## config.mk

```make
export PLATFORM = sky130hd
export DESIGN_NAME = pnc_dist_unit
export DESIGN_NICKNAME = d
export VERILOG_FILES = /design/src/rtl/pnc_pkg.sv /design/src/rtl/pnc_dist_unit.sv
export SDC_FILE = /design/constraint.sdc
export NUM_CORES = 1
export LEC_CHECK = 0
export BUFFER_PORTS_ARGS = -buffer_cell sky130_fd_sc_hd__buf_2
export CORE_MARGIN = 3
export CORE_UTILIZATION = 60
export DETAILED_ROUTE_END_ITERATION = 10
export GPL_TIMING_DRIVEN = 0
export PLACE_DENSITY_LB_ADDON = 0.2
export SLEW_MARGIN = 40
export SYNTH_ARGS = -nofsm -noshare
export SYNTH_HDL_FRONTEND = slang
export SYNTH_SLANG_ARGS = --single-unit
export TNS_END_PERCENT = 30
```

## constraint.sdc

```tcl
create_clock -name clk -period 15.15 [get_ports clk]
set_clock_uncertainty 0.05 [all_clocks]
set_input_delay 4.545 -clock clk [delete_from_list [all_inputs] [get_ports clk]]
set_output_delay 4.545 -clock clk [all_outputs]
set_load 0.05 [all_outputs]
```

## src/rtl/pnc_pkg.sv

```systemverilog
// shared types and constants for the nearest palette colour search
// no dependencies; imported by every module of the block
package pnc_pkg;

  localparam int PALETTE_ENTRIES = 256;
  localparam int PAL_AW = (PALETTE_ENTRIES > 1) ? $clog2(PALETTE_ENTRIES) : 1;

  localparam int IDX_W    = 8;
  localparam int CH_W     = 8;
  localparam int COLOUR_W = 3 * CH_W;
  localparam int SQ_W     = 2 * CH_W;
  localparam int DIST_W   = SQ_W + 2;

  // highest usable palette index, as an index-wide value
  localparam logic [IDX_W-1:0] PAL_TOP = IDX_W'(PALETTE_ENTRIES - 1);

  // running minimum starts at all ones
  localparam logic [DIST_W-1:0] DIST_MAX = ~'0;

  localparam logic OP_WRITE = 1'b0;
  localparam logic OP_QUERY = 1'b1;

  typedef logic [COLOUR_W-1:0] colour_t;

  // tag that travels with one palette entry through the scan pipeline
  typedef struct packed {
    logic             valid;
    logic             last;
    logic [IDX_W-1:0] index;
  } scan_tag_t;

  typedef enum logic [1:0] {
    ST_IDLE,
    ST_SCAN,
    ST_RESULT
  } state_t;

endpackage

```

## src/rtl/pnc_dist_unit.sv

```systemverilog
// shared squared euclidean distance unit, one registered stage
// depends on pnc_pkg for colour, distance and tag types
module pnc_dist_unit
  import pnc_pkg::*;
(
  input  logic              clk,
  input  logic              rst_n,
  input  logic              flush,
  input  scan_tag_t         tag_in,
  input  colour_t           entry,
  input  colour_t           query,
  output scan_tag_t         tag_out,
  output logic [DIST_W-1:0] dist_out
);

  function automatic logic [SQ_W-1:0] chan_sq(input logic [CH_W-1:0] a,
                                              input logic [CH_W-1:0] b);
    logic [CH_W-1:0] d;
    d = (a >= b) ? (a - b) : (b - a);
    return SQ_W'(d) * SQ_W'(d);
  endfunction

  logic [SQ_W-1:0]   sq_red, sq_green, sq_blue;
  logic [DIST_W-1:0] dist_nxt;

  always_comb begin
    sq_red   = chan_sq(entry[3*CH_W-1:2*CH_W], query[3*CH_W-1:2*CH_W]);
    sq_green = chan_sq(entry[2*CH_W-1:CH_W],   query[2*CH_W-1:CH_W]);
    sq_blue  = chan_sq(entry[CH_W-1:0],        query[CH_W-1:0]);
    dist_nxt = DIST_W'(sq_red) + DIST_W'(sq_green) + DIST_W'(sq_blue);
  end

  always_ff @(posedge clk) begin
    if (!rst_n) begin
      tag_out <= '0;
    end else if (flush) begin
      tag_out <= '0;
    end else begin
      tag_out <= tag_in;
    end
  end

  always_ff @(posedge clk) begin
    dist_out <= dist_nxt;
  end

endmodule

```

# Word-level counts from Yosys, hierarchy flattened
# Index checks and enable logic that the tools add are counted.
dict set report op_classes {
  n_div 0
  reduce_logical 1
  order_cmp 3
  n_mux 3
  n_shift 0
  multipliers 3
  eq_ne 0
  add_sub_neg 8
  bitwise_logic 1
}
# op n
set op_table {}
lappend op_table {{$mul A8 B8 Y16} 3}
lappend op_table {{$sub A8 B8 Y8} 6}
lappend op_table {{$ge A8 B8 Y1} 3}
lappend op_table {{$mux W8} 3}
lappend op_table {{$add A17 B16 Y18} 1}
lappend op_table {{$add A16 B16 Y17} 1}
lappend op_table {{$reduce_or A2 Y1} 1}
lappend op_table {{$not A1 Y1} 1}
dict set report word_totals {
  mem_bits_ro 0
  latchBits 0
  out_inout_bits 28
  ramBits 0
  in_bits 61
  elab_cells 23
  mem_count 0
  reg_bits 28
}

# Logic depth before layout (Yosys ltp)
dict set report depth {
  word_depth 5
  mapped_depth 33
  depth_no_buf 32
}

# Worst setup path after synthesis
# OpenSTA, ideal clock, no wires.
dict set report synth_timing {
  path_kind {input port to flip-flop}
  startpoint {in entry[0]}
  endpoint {reg dist_out[17]}
  path_buffers 0
  setup_slack_ns 2.893
  t_required_ns 14.973
  setup_time_ns 0.127
  stages 27
  arrival_ns 12.080
  path_cell_list {inv_1 > ha_1 > inv_1 > fa_1 > a21o_2 > a211o_1 > a221oi_4 > mux2i_1 > xnor2_2 > or2_1 > fa_1 > fa_1 > fa_1 > inv_1 > fa_1 > fa_1 > inv_1 > fa_1 > fa_1 > inv_1 > ha_1 > o21a_1 > o21ai_0 > and2_1 > o31ai_1 > nor4b_1 > or3_1}
}
dict set report synth_between {
  elab_chain_len 4
  elab_cells_between_ends 6
  cone_classes {add/sub: 3; mul: 1; order compare: 1; mux: 1}
}
# element line_no
set synth_lines {}
lappend synth_lines {{from (decl)} pnc_dist_unit.sv:10} ;# input colour_t entry,
lappend synth_lines {{$sub A8 B8 Y8 / $ge A8 B8 Y1 (equally long branches)} pnc_dist_unit.sv:19} ;# d = (a >= b) ? (a - b) : (b - a);
lappend synth_lines {{$mux W8 *} pnc_dist_unit.sv:19}
lappend synth_lines {{$mul A8 B8 Y16 *} pnc_dist_unit.sv:20} ;# return SQ_W'(d) * SQ_W'(d);
lappend synth_lines {{$add A17 B16 Y18 *} pnc_dist_unit.sv:30} ;# dist_nxt = DIST_W'(sq_red) + DIST_W'(sq_green) + DIST_W'(sq_blue);
lappend synth_lines {{named net dist_nxt[17]} pnc_dist_unit.sv:24} ;# logic [DIST_W-1:0] dist_nxt;
lappend synth_lines {{to (signal assigned)} pnc_dist_unit.sv:44} ;# dist_out <= dist_nxt;
lappend synth_lines {{to (decl)} pnc_dist_unit.sv:13} ;# output logic [DIST_W-1:0] dist_out
# Mark *: on every way through the listed nets, which the timed path passes. The rest lies on a longest branch.
# A chain may end at the register's enable or synchronous reset.

# Worst setup path in the final report
# Same ends and word-level chain as after synthesis.

==> impl_metrics.tcl <==
set metrics [dict create \
    cp.arrival_ns 13.29 \
    instances_no_fill 1206 \
    grt_pass1_wl_um 27500 \
    finalCritPeriodShare 0.870 \
    syn_area_sq_um 8390 \
    ios 89 \
    grt.overflow.total 0 \
    critPathMaxFanout 8 \
    synth-main-ff-cell "dfxtp_1" \
    syn_inst 938 \
    synth_edf_count 0 \
    root_buffer "clkbuf_16" \
    postRouteAntennaNets 0 \
    die_area_sq_um 15400 \
    async_reset_ff_frac 0 \
    ctsHoldBuffers 0 \
    min_period_ns 13.19 \
    cp_common_cell "fa_1" \
    cp_data_required_time_ns 15.26 \
    path_delay_family "adder cells" \
    via_count 6247 \
    fin_setup_tns_ns 0 \
    end_kind "flop" \
    cts-resized-gates 0 \
    grtUsageTotal 0.208 \
    fin_nets 1355 \
    rsz0062_at_grt "no" \
    grt_pass1_vias 6197 \
    die_x_um 124 \
    clock-sinks 28 \
    first_iter_violations 280 \
    initial_core_util 0.623 \
    synthToLayoutAreaGrowth_pct 9.40 \
    status "finished clean" \
    syn-num-nets 1262 \
    io_buffers 88 \
    htreeDepth 1 \
    synth_warnings 0 \
    critical_path.slowest_cell "mux2i_1" \
    vias_per_cell 5.18 \
    grt_max_degree 17 \
    ys_seq_area_frac 0.0668 \
    post_cts.repair.setup_buffers 0 \
    criticalPathCategory "in2reg" \
    max_stage_delay_ns 0.75 \
    antenna_found_initial 0 \
    fp.dieH_um 124 \
    worst_setup_path_start_kind "input port" \
    yosys.area.top_type "fa_1" \
    yosysTopAreaCellShare 0.332 \
    ys_ff_latch 28 \
    synth_area_leaders "fa_1 (33%), ha_1 (19%), inv_1 (11%)" \
    place.gp.congestion 0.880 \
    n_antenna_cell 0 \
    max_slew_margin 0.447 \
    holdWs_ns 4.42 \
    finalMaxSlewViolations 0 \
    dpl.cell_count 1202 \
    setup_viol 0 \
    finalHoldViolations 0 \
    yosysUniqueCellTypes 76 \
    clk_pin_slew_ns 0.07 \
    max_freq_ghz 0.0758 \
    drt_first_pass_iters 6 \
    drive_above_1_share 0.139 \
    wire_per_inst_um 13.2 \
    hpwlAfterDp_um 14100 \
    routed_wl_um 16000 \
    rows 42 \
    design.core.area_sq_um 13500 \
    cts_tree "built" \
    worstMarginPinSlew_ns 0.806 \
    numCtsBuffers 3 \
    critical_path_buf_inv_count 7 \
    avgSynthCellArea_sq_um 8.94 \
    clk_path_buf_depth 2 \
    drc_errors 0 \
    maxCapViolCount 0 \
    hold_class "in2reg" \
]
## final timing paths
| kind | start | to | slack, ns | depth (start not counted) |
|---|---|---|---|---|
| min | tag_in[0] | tag_out[0] | 4.42 | 2 |
| max | entry[0] | dist_out[17] | 1.96 | 28 |
## Yosys cell counts, drive strengths merged (3+ instances only)
cell / count
and3: 3
o211ai: 4
o21ai: 16
nand4: 6
nand3: 5
fa: 139
or3: 3
o21bai: 7
or2: 10
mux2i: 12
nand2: 22
nor3: 7
and4: 3
buf: 12
ha: 124
nor4b: 4
xor2: 10
and2: 16
nor2b: 8
xnor2: 21
nand2b: 21
nor2: 77
nor4: 4
a21o: 24
dfxtp: 28
o21a: 5
inv: 253
a31oi: 6
clkbuf: 10
a21oi: 43
## state kept, by name (all words and copies together) (netlist names)
register	cells
tag_out	10
dist_out	18
## cell type report
type                            instances  area (sq um)
Timing Repair Buffer                   88           440
Buffer                                 22           116
Clock buffer                            3          75.1
Tap cell                              176           220
Inverter                              253           950
Fill cell                            1148          4280
Multi-Input combinational cell        635          6780
Clock inverter                          1          30.0
Sequential cell                        28           561
## logic make-up after synthesis
group,synth area share
buffers and inverters,0.127
AND/OR/NAND/NOR,0.125
adder cells (fa/ha/maj),0.517
XOR/XNOR,0.0351
multiplexers,0.0185
flip-flops,0.0668
AO/OA/AOI/OAI,0.111
## stage by stage
stage,area (sq um),setup WS (ns),utilization
after floorplan,8390,2.89,-
after global placement,9050,1.78,0.672
after detailed placement,9050,1.66,0.672
after CTS,9150,1.96,0.680
after global routing,9170,1.50,0.682
final,9170,1.96,0.682
## metal layers
| layer | vias up | wire (um) | GRT usage |
|---|---|---|---|
| met3 | 11 | 638 | 0.0232 |
| met5 | - | 0 | 0 |
| met1 | 3044 | 6960 | 0.285 |
| li1 | 3085 | - | - |
| met2 | 107 | 8240 | 0.370 |
| met4 | 0 | 108 | 0.0219 |
## layout by cell type, fill, tap and decap left out, types with 6 or more instances in the layout
master	count
a21o_1	23
a21oi_1	41
and2_1	14
buf_2	96
clkbuf_1	9
dfxtp_1	28
fa_1	139
ha_1	124
inv_1	253
mux2i_1	11
nand2_1	21
nand2b_1	21
nand4_1	6
nor2_1	76
nor2b_1	7
nor3_1	6
o21ai_0	14
o21bai_1	7
or2_2	7
xnor2_1	16
xor2_1	9
Power is left out: the tool's default activity adds up to more than one toggle a clock period on the data nets, which glitch-free logic cannot reach.
